==> config.mk <==
export PLATFORM = sky130hd
export DESIGN_NAME = scfla_ctrl
export DESIGN_NICKNAME = d
export VERILOG_FILES = /design/src/hdl/scfla_pkg.sv /design/src/hdl/scfla_ctrl.sv
export SDC_FILE = /design/constraint.sdc
export NUM_CORES = 1
export LEC_CHECK = 0
export CAP_MARGIN = 20
export CORE_AREA = 2 2 39 41
export CTS_CLUSTER_DIAMETER = 50
export DETAILED_ROUTE_END_ITERATION = 10
export DIE_AREA = 0 0 41 43
export DONT_BUFFER_PORTS = 1
export GPL_TIMING_DRIVEN = 0
export SLEW_MARGIN = 5
export SYNTH_ARGS = -nofsm -noshare
export SYNTH_HDL_FRONTEND = slang
export SYNTH_SLANG_ARGS = --single-unit
==> constraint.sdc <==
create_clock -name i_clk -period 1.2 [get_ports i_clk]
set_clock_uncertainty 0.1 [all_clocks]
set_input_delay 0.12 -clock i_clk [delete_from_list [all_inputs] [get_ports i_clk]]
set_output_delay 0.12 -clock i_clk [all_outputs]
set_load 0.01 [all_outputs]
==> src/hdl/scfla_pkg.sv <==
// ----------------------------------------------------------------------------
// scfla_pkg
// Shared types and constants of the size-class free-list allocator.
// ----------------------------------------------------------------------------
package scfla_pkg;

    localparam int OFF_W   = 21;    // byte offsets and sizes on the ports
    localparam int SIZEU_W = 18;    // rounded request size in 16-byte units
    localparam int STORE_W = 17;    // stored block size in units

    localparam logic [1:0] CLS_64    = 2'd0;
    localparam logic [1:0] CLS_512   = 2'd1;
    localparam logic [1:0] CLS_1024  = 2'd2;
    localparam logic [1:0] CLS_LARGE = 2'd3;

    localparam logic OP_ALLOC = 1'b0;
    localparam logic OP_FREE  = 1'b1;

    localparam logic [2:0] REG_HEAP_LIMIT = 3'd0;
    localparam logic [OFF_W-1:0] HEAP_LIMIT_RESET = 21'd1048576;

    typedef enum logic [2:0] {
        S_IDLE,
        S_DISPATCH,
        S_POP,
        S_BUMP,
        S_WALK,
        S_CHECK,
        S_PUSH
    } t_state;

    typedef enum logic [3:0] {
        CMD_NONE,
        CMD_LOAD,
        CMD_FAIL,
        CMD_POP_RD,
        CMD_POP_WR,
        CMD_BUMP,
        CMD_WALK_INIT,
        CMD_WALK_RD,
        CMD_UNLINK,
        CMD_ADVANCE,
        CMD_FREE_RD,
        CMD_PUSH
    } t_cmd;

    typedef struct packed {
        logic op;
        logic fixed_cls;
        logic head_valid;
        logic free_ok;
        logic walk_ok;
        logic fit;
    } t_status;

endpackage

==> src/hdl/scfla_ctrl.sv <==
// ----------------------------------------------------------------------------
// scfla_ctrl
// Sequencer: steps one request through pop, walk, bump or push.
// ----------------------------------------------------------------------------
module scfla_ctrl (
    input  logic               i_clk,
    input  logic               i_rst_n,
    input  logic               i_start,
    input  scfla_pkg::t_status i_status,
    output scfla_pkg::t_cmd    o_cmd,
    output logic               o_busy
);

    scfla_pkg::t_state r_state, n_state;

    always_ff @(posedge i_clk) begin
        if (!i_rst_n) begin
            r_state <= scfla_pkg::S_IDLE;
        end else begin
            r_state <= n_state;
        end
    end

    always_comb begin
        n_state = r_state;
        o_cmd   = scfla_pkg::CMD_NONE;
        unique case (r_state)
            scfla_pkg::S_IDLE: begin
                if (i_start) begin
                    o_cmd   = scfla_pkg::CMD_LOAD;
                    n_state = scfla_pkg::S_DISPATCH;
                end
            end
            scfla_pkg::S_DISPATCH: begin
                if (i_status.op == scfla_pkg::OP_FREE) begin
                    if (i_status.free_ok) begin
                        o_cmd   = scfla_pkg::CMD_FREE_RD;
                        n_state = scfla_pkg::S_PUSH;
                    end else begin
                        o_cmd   = scfla_pkg::CMD_FAIL;
                        n_state = scfla_pkg::S_IDLE;
                    end
                end else if (i_status.fixed_cls) begin
                    if (i_status.head_valid) begin
                        o_cmd   = scfla_pkg::CMD_POP_RD;
                        n_state = scfla_pkg::S_POP;
                    end else begin
                        n_state = scfla_pkg::S_BUMP;
                    end
                end else begin
                    o_cmd   = scfla_pkg::CMD_WALK_INIT;
                    n_state = scfla_pkg::S_WALK;
                end
            end
            scfla_pkg::S_POP: begin
                o_cmd   = scfla_pkg::CMD_POP_WR;
                n_state = scfla_pkg::S_IDLE;
            end
            scfla_pkg::S_BUMP: begin
                o_cmd   = scfla_pkg::CMD_BUMP;
                n_state = scfla_pkg::S_IDLE;
            end
            scfla_pkg::S_WALK: begin
                if (i_status.walk_ok) begin
                    o_cmd   = scfla_pkg::CMD_WALK_RD;
                    n_state = scfla_pkg::S_CHECK;
                end else begin
                    n_state = scfla_pkg::S_BUMP;
                end
            end
            scfla_pkg::S_CHECK: begin
                if (i_status.fit) begin
                    o_cmd   = scfla_pkg::CMD_UNLINK;
                    n_state = scfla_pkg::S_IDLE;
                end else begin
                    o_cmd   = scfla_pkg::CMD_ADVANCE;
                    n_state = scfla_pkg::S_WALK;
                end
            end
            scfla_pkg::S_PUSH: begin
                o_cmd   = scfla_pkg::CMD_PUSH;
                n_state = scfla_pkg::S_IDLE;
            end
            default: begin
                n_state = scfla_pkg::S_IDLE;
            end
        endcase
    end

    assign o_busy = (r_state != scfla_pkg::S_IDLE);

endmodule

==> results of run 1 <==
-- kinds of logic after synthesis --
kind of cell | after synthesis | share of synthesized area (%)
mux | 1 | 3.35
buf+inv | 5 | 11.7
flops | 3 | 20.1
compound gates | 12 | 27.6
simple gates | 18 | 37.2
-- final cells by class --
type                       instances  area (sq um)  share of cell area (%)
inverter                           2          7.51                    1.61
multi-input combinational         31           260                    55.8
buffer                             3          33.8                    7.24
sequential                         3          63.8                    13.7
tap                               16          20.0                    4.29
timing repair buffer               7          55.1                    11.8
clock buffer                       4          26.3                    5.63
-- layer usage --
layer	vias up	wire length [um]	share of wire, %
met5	-	0	0
met2	24	572	52
li1	165	-	-
met3	2	144	13
met4	0	23	2.1
met1	161	350	32
-- worst max path at each step --
stage / startpoint / endpoint / slack (ps) / cells past startpoint
2_1_floorplan: r_state[1]$_SDFFE_PN0P_ / o_cmd[0] / 20 / 4
3_3_place_gp: r_state[0]$_SDFFE_PN0P_ / o_cmd[0] / -70 / 3
3_5_place_dp: r_state[0]$_SDFFE_PN0P_ / o_cmd[0] / -70 / 3
4_1_cts: r_state[1]$_SDFFE_PN0P_ / o_cmd[0] / -240 / 4
5_1_grt: r_state[1]$_SDFFE_PN0P_ / o_cmd[0] / -280 / 4
6_report: r_state[1]$_SDFFE_PN0P_ / o_cmd[0] / -250 / 4
-- metrics by stage --
step / hold slack (ps) / TNS [ps] / instance area, sq um
after floorplan: 173 / 0 / 299
after global placement: 177 / -72.7 / 319
after detailed placement: 185 / -72.8 / 319
after CTS: 31.4 / -893 / 400
after global routing: 26.9 / -1100 / 467
final: 24.2 / -923 / 467
-- power groups by stage --
stage                     Sequential (W)  Clock, W  Combinational [W]
after floorplan                 0.000113         0          0.0000899
after global placement          0.000114         0           0.000103
after detailed placement        0.000114         0           0.000104
after CTS                       0.000117  0.000189           0.000128
after global routing            0.000119  0.000197           0.000168
final                           0.000118  0.000189           0.000158
-- timing repair --
action / CTS / global route
hold buffers: 2 / 0
buffers inserted: 1 / 3
gates cloned: 0 / 1
pin swaps: 3 / 3
gates resized for setup: 6 / 8
setup endpoints to repair: 5 / 5
hold endpoints to repair: 2 / 0
-- cell usage after synthesis (all sizes together) --
cell type  number  area [sq um]
nand2           4          15.0
o32ai           1          8.76
o22a            1          8.76
and3            2          13.8
o311ai          1          8.76
nor4            1          12.5
buf             3          27.5
a32oi           1          8.76
inv             2          7.51
nand4b          1          8.76
a21oi           5          28.8
nor2b           1          13.8
nor2            4          15.0
o22ai           3          18.8
mux2i           1          10.0
nand2b          3          18.8
nor3b           1          7.51
dfxtp           3          60.1
or3             1          6.26
==> metrics.md, run 1 <==
| Metric | Value |
|---|---|
| Cell-by-cell listing of the critical path | buf_6 > nand2b_4 > o22a_1 > a32oi_2 |
| Boundary Pins | 14 |
| Antenna viol nets, final | 0 |
| Clock slew seen by the registers of the worst setup and hold paths | 40 ps |
| Post-place setup slack | -72.8 ps |
| Number of buffers inserted during clock tree synthesis | 3 |
| Crit path DAT | 1230 ps |
| Post-Route Utilization | 33.7% |
| M1 GR Usage | 11.1% |
| Mean cell area of the mapped netlist | 7.67 sq um |
| # nets final | 60 |
| Area growth, synth to finish | 56.1% |
| Library cell used as clock root buffer | sky130_fd_sc_hd__clkbuf_4 |
| Worst-skew pair later-pin latency | 240 ps |
| Antenna violations before repair | 0 |
| Pint | 0.000313 W |
| Max FFs per register | 3 |
| Total Routed Length | 1090 um |
| Detailed-route wire length per cell | 16.5 um |
| Vias in the first global route | 303 |
| Die width | 41 um |
| Result of the run | finished, violations left |
| Clock Sink Count | 3 |
| Number of DRC violations after detailed-routing iteration 0 | 13 |
| Net count of the mapped netlist | 48 |
| Slowest stage delay, CP | 320 ps |
| Worst Path Required | 980 ps |
| Leakage dissipation | 0.184 nW |
| Worst IR drop on VDD | 0.308 mV |
| Grt peak-use layer | met2 |
| CTS tree | yes |
| Fmax achieved | 0.692 GHz |
| Worst reg-to-reg path cell count | 3 |
| Final Hold Viols | 0 |
| Gate family responsible for the most delay along the worst path | compound AO/OA/AOI/OAI gates |
| Switching Share | 32.8% |
| GP Congestion | 0.698 |
| Cell Area, Synth | 299 sq um |
| Type of origin of the critical path | flip-flop |
| 1st-pass router iterations | 4 |
| Post-detail-place hpwl | 576 um |
| Global-route wire length before repair | 1320 um |
| Number of H-tree branching levels | 1 |
| Global Route met3 Usage | 6.81% |
| Final count of pins violating max slew | 0 |
| Effective utilization at floorplan | 21.6% |
| Biggest register | r_state |
| Worst-margin pin slew | 445 ps |
| Class of the most critical hold timing path | input port to flip-flop |
| Count of input and output buffers | 0 |
| Pin count of the biggest net entering global routing | 11 |
| Flop2flop setup slack | 30 ps |
| Worst relative slew slack | 69.9% |
| Fraction of met2 tracks used by global routing | 18.8% |
| Endpoint, Worst Hold | r_state[2]$_SDFFE_PN0P_ |
| Proportion of power drawn by combinational gates | 33.9% |
| Die Outline Area | 1760 sq um |
| Startpoint of the worst hold path | i_status[0] |
| Area of the core | 1380 sq um |
| Total power | 0.000465 W |
| Maximum count of clock buffers along a single path | 2 |
| Instance count of the mapped netlist | 39 |
| Num rows | 14 |
| Failing checks | negative setup slack |
| Switch Pwr | 0.000153 W |
| Clock Power Share | 40.6% |
| Power per unit of standard cell area | 997 nW/um^2 |
| Worst Path Max Fanout | 5 |
| Start of the worst register-to-register path | r_state[0]$_SDFFE_PN0P_ |
| Min Tclk post-route | 1450 ps |
| Ratio of cells with drive above 1 in the final layout | 52.0% |
| Final cell count without fillers | 66 |
| Synth cell types | 22 |
| Registers with the most flip-flops | r_state x3 |
| Endpoint kind of the worst setup timing path | output pin |
| Placed Cells | 55 |
| CP Class | flip-flop to output pin |
| Number of synthesized register bits | 3 |
| Aggregate global routing overflow | 0 |
| Vias/cell | 5.33 |
| Share of synthesized area occupied by flip-flops and latches | 20.1% |
| Number of cells on the worst hold path | 2 |
| Antenna diode instance count | 0 |
| RSZ-0062 raised after global routing | yes |
| Top library cells by usage in the layout, fill and taps aside | 4 x sky130_fd_sc_hd__nand2_1, 4 x sky130_fd_sc_hd__buf_4 |
| Via count | 352 |
| Count of yosys warnings during synthesis | 0 |
| Buffers and inverters on the worst path | 1 |
| Sequential power share | 25.4% |
| Endpoint of the worst register-to-register path | r_state[1]$_SDFFE_PN0P_ |
| Final number of setup-violating endpoints | 5 |
| Fin worst setup slack | -245 ps |
| Total global-route track usage | 11.4% |
| Fill cell total of the finished layout | 142 |
| Slowest stage cell on the critical path | sky130_fd_sc_hd__dfxtp_2 |
| Detailed-route DRC error count | 0 |
| Share of the clock period used by the worst path | 120% |
| Number of max-cap violations | 0 |
| Chip Height | 43 um |
Note: power is estimated with default switching activity, not from simulation.
==> inputs of run 2 (changes only) <==
--- a/config.mk
+++ b/config.mk
@@ -5,6 +5,7 @@
 export SDC_FILE = /design/constraint.sdc
 export NUM_CORES = 1
 export LEC_CHECK = 0
+export ABC_AREA = 1
 export CAP_MARGIN = 20
 export CORE_AREA = 2 2 39 41
 export CTS_CLUSTER_DIAMETER = 50
@@ -12,6 +13,7 @@
 export DIE_AREA = 0 0 41 43
 export DONT_BUFFER_PORTS = 1
 export GPL_TIMING_DRIVEN = 0
+export SETUP_SLACK_MARGIN = 0.1
 export SLEW_MARGIN = 5
 export SYNTH_ARGS = -nofsm -noshare
 export SYNTH_HDL_FRONTEND = slang
==> metrics.md, run 2 <==
| Metric | Value |
|---|---|
| Clock Sink Count | 3 |
| Worst-skew pair later-pin latency | 230 ps |
| Sequential power share | 29.9% |
| Mean cell area of the mapped netlist | 5.75 sq um |
| Count of buffers added by post-CTS timing repair for setup | 0 |
| Number of synthesized register bits | 3 |
| Cell-by-cell listing of the critical path | nor2_4 > nand3_2 > nand2_1 > nand3b_1 |
| Placed Cells | 65 |
| Switch Pwr | 0.000150 W |
| Library cell used as clock root buffer | sky130_fd_sc_hd__clkbuf_4 |
| Number of H-tree branching levels | 1 |
| Number of DRC violations after detailed-routing iteration 0 | 4 |
| Final count of pins violating max slew | 0 |
| Type of origin of the critical path | flip-flop |
| Switching Share | 34.4% |
| Top cells by area in the synthesized netlist | sky130_fd_sc_hd__dfxtp_1 21%, sky130_fd_sc_hd__nor2_1 16%, sky130_fd_sc_hd__nand2_1 12%, sky130_fd_sc_hd__inv_1 8.0%, sky130_fd_sc_hd__o211ai_1 8.0% |
| Top library cells by usage in the layout, fill and taps aside | 9 x sky130_fd_sc_hd__nor2_1, 8 x sky130_fd_sc_hd__nand2_1, 6 x sky130_fd_sc_hd__inv_1 |
| Count of input and output buffers | 0 |
| Leakage dissipation | 0.195 nW |
| Most frequent cell after synthesis | sky130_fd_sc_hd__nor2_1 |
| Fraction of post-synthesis cell area in the top cell type by area | 21.3% |
| Post-route worst hold slack | 105 ps |
| Fin worst setup slack | -114 ps |
| CP Class | flip-flop to output pin |
| Vias/cell | 4.63 |
| Net count of the mapped netlist | 58 |
| Cell Area, Synth | 282 sq um |
| Class of the most critical hold timing path | input port to flip-flop |
| Worst-margin pin slew | 307 ps |
| Pin count of the biggest net entering global routing | 8 |
| GP Congestion | 0.795 |
| Number of max-cap violations | 0 |
| Max FFs per register | 3 |
| Number of buffers inserted during clock tree synthesis | 3 |
| Clock Power Share | 39.9% |
| Total global-route track usage | 10.6% |
| RSZ-0062 raised after global routing | yes |
| Commonest non-fill, non-tap cell in the layout | sky130_fd_sc_hd__nor2_1 |
| Via count | 338 |
| Global-route wire length before repair | 1250 um |
| Registers with the most flip-flops | r_state x3 |
| Clock slew seen by the registers of the worst setup and hold paths | 40 ps |
| CTS tree | yes |
| Detailed-route wire length per cell | 10.1 um |
| Antenna viol nets, final | 0 |
| Prevailing post-synth register cell | sky130_fd_sc_hd__dfxtp_1 |
| Worst relative slew slack | 79.4% |
| Crit path DAT | 1090 ps |
| Num rows | 14 |
| Proportion of power drawn by combinational gates | 30.2% |
| Ratio of cells with drive above 1 in the final layout | 33.3% |
| Area of all placed cells without fillers | 430 sq um |
| Antenna violations before repair | 0 |
| Maximum count of clock buffers along a single path | 2 |
| Final number of setup-violating endpoints | 4 |
| Boundary Pins | 14 |
| Standard cell area after detailed placement | 304 sq um |
| Async SR Flop Fraction | 0% |
| Pint | 0.000286 W |
| Leading post-synthesis cells by instance count | 12 x sky130_fd_sc_hd__nor2_1, 9 x sky130_fd_sc_hd__nand2_1, 6 x sky130_fd_sc_hd__inv_1 |
| # nets final | 67 |
| Fmax achieved | 0.761 GHz |
| Die width | 41 um |
| Aggregate global routing overflow | 0 |
| Instance count of the mapped netlist | 49 |
| Worst Path Max Fanout | 4 |
| Worst Path Required | 980 ps |
| Slowest stage delay, CP | 360 ps |
| Worst IR drop on VDD | 0.355 mV |
| Effective utilization at floorplan | 20.3% |
| Power per unit of standard cell area | 1010 nW/um^2 |
| Vias in the first global route | 315 |
| Chip Height | 43 um |
| Biggest register | r_state |
| Share of the clock period used by the worst path | 110% |
| Post-detail-place hpwl | 566 um |
| Share of synthesized area occupied by flip-flops and latches | 21.3% |
| Endpoint kind of the worst setup timing path | output pin |
| Min Tclk post-route | 1310 ps |
| Result of the run | finished, violations left |
| Detailed-route DRC error count | 0 |
| Number of flops mapped to enable cells by yosys | 0 |
| Area of the core | 1380 sq um |
| Final Hold Viols | 0 |
| 1st-pass router iterations | 4 |
| Count of yosys warnings during synthesis | 0 |
| Failing checks | negative setup slack |
| Slowest stage cell on the critical path | sky130_fd_sc_hd__dfxtp_4 |
| Antenna diode instance count | 0 |
| Die Outline Area | 1760 sq um |
| Synth cell types | 15 |
| Largest area contributor in the netlist | sky130_fd_sc_hd__dfxtp_1 |
| Final cell count without fillers | 73 |
| Area growth, synth to finish | 52.9% |
| Total Routed Length | 738 um |
-- run 2: through the flow --
step           TNS (ps)  util [%]  setup slack (ps)  power (W)
4_1_cts            -422      28.7              -135   0.000427
2_1_floorplan         0         -               113   0.000209
3_3_place_gp          0      22.0              28.3   0.000223
3_5_place_dp          0      22.0              24.7   0.000225
6_report           -318      31.1              -114   0.000436
5_1_grt            -606      31.1              -181   0.000475
-- run 2: final timing paths --
kind                           start                      end  slack [ps]  cells past startpoint
max          r_state[1]$_SDFFE_PN0P_                 o_cmd[0]        -110                      4
min                      i_status[0]  r_state[2]$_SDFFE_PN0P_         110                      5
max reg2reg  r_state[1]$_SDFFE_PN0P_  r_state[0]$_SDFFE_PN0P_         140                      4
min reg2reg  r_state[0]$_SDFFE_PN0P_  r_state[0]$_SDFFE_PN0P_         410                      1
-- run 2: cell type report --
type / count / area [sq um]
sequential: 3 / 71.3
inverter: 9 / 41.3
clock buffer: 4 / 26.3
timing repair buffer: 4 / 42.5
multi-input combinational: 37 / 229
tap: 16 / 20.0
fill: 156 / 953
-- run 2: per-layer routing --
| layer | part of all wire (%) | wire length [um] | up-vias | track usage (%) |
|---|---|---|---|---|
| met5 | 0 | 0 | - | 0 |
| met4 | 0 | 0 | 0 | 4.00 |
| met3 | 7.7 | 57 | 0 | 6.81 |
| met1 | 40 | 293 | 154 | 11.9 |
| li1 | - | - | 177 | - |
| met2 | 52 | 387 | 7 | 15.6 |
-- run 2: critical path, delay by kind of cell, from the launching register on --
family,cells,cell delay [ps]
AND/OR/NAND/NOR,4,500
flip-flops,1,360
-- run 2: timing repair --
action | CTS | global route
pin swaps | 4 | 2
setup endpoints to repair | 6 | 5
hold buffers | 4 | 0
gates resized for setup | 8 | 11
hold endpoints to repair | 3 | 0
-- run 2: logic make-up (layout without fill, tap and decap cells) --
group	after synthesis	count (layout)	synth area share [%]
AND/OR/NAND/NOR	31	31	52.0
buffers and inverters	9	17	12.0
AO/OA/AOI/OAI	6	6	14.7
flip-flops	3	3	21.3
-- run 2: power groups by stage --
stage | registers (W) | clock network, W | logic [W]
after floorplan | 0.000122 | 0 | 0.0000861
after global placement | 0.000125 | 0 | 0.0000986
after detailed placement | 0.000125 | 0 | 0.0000996
after CTS | 0.000129 | 0.000182 | 0.000116
after global routing | 0.000132 | 0.000196 | 0.000147
final | 0.000131 | 0.000174 | 0.000132
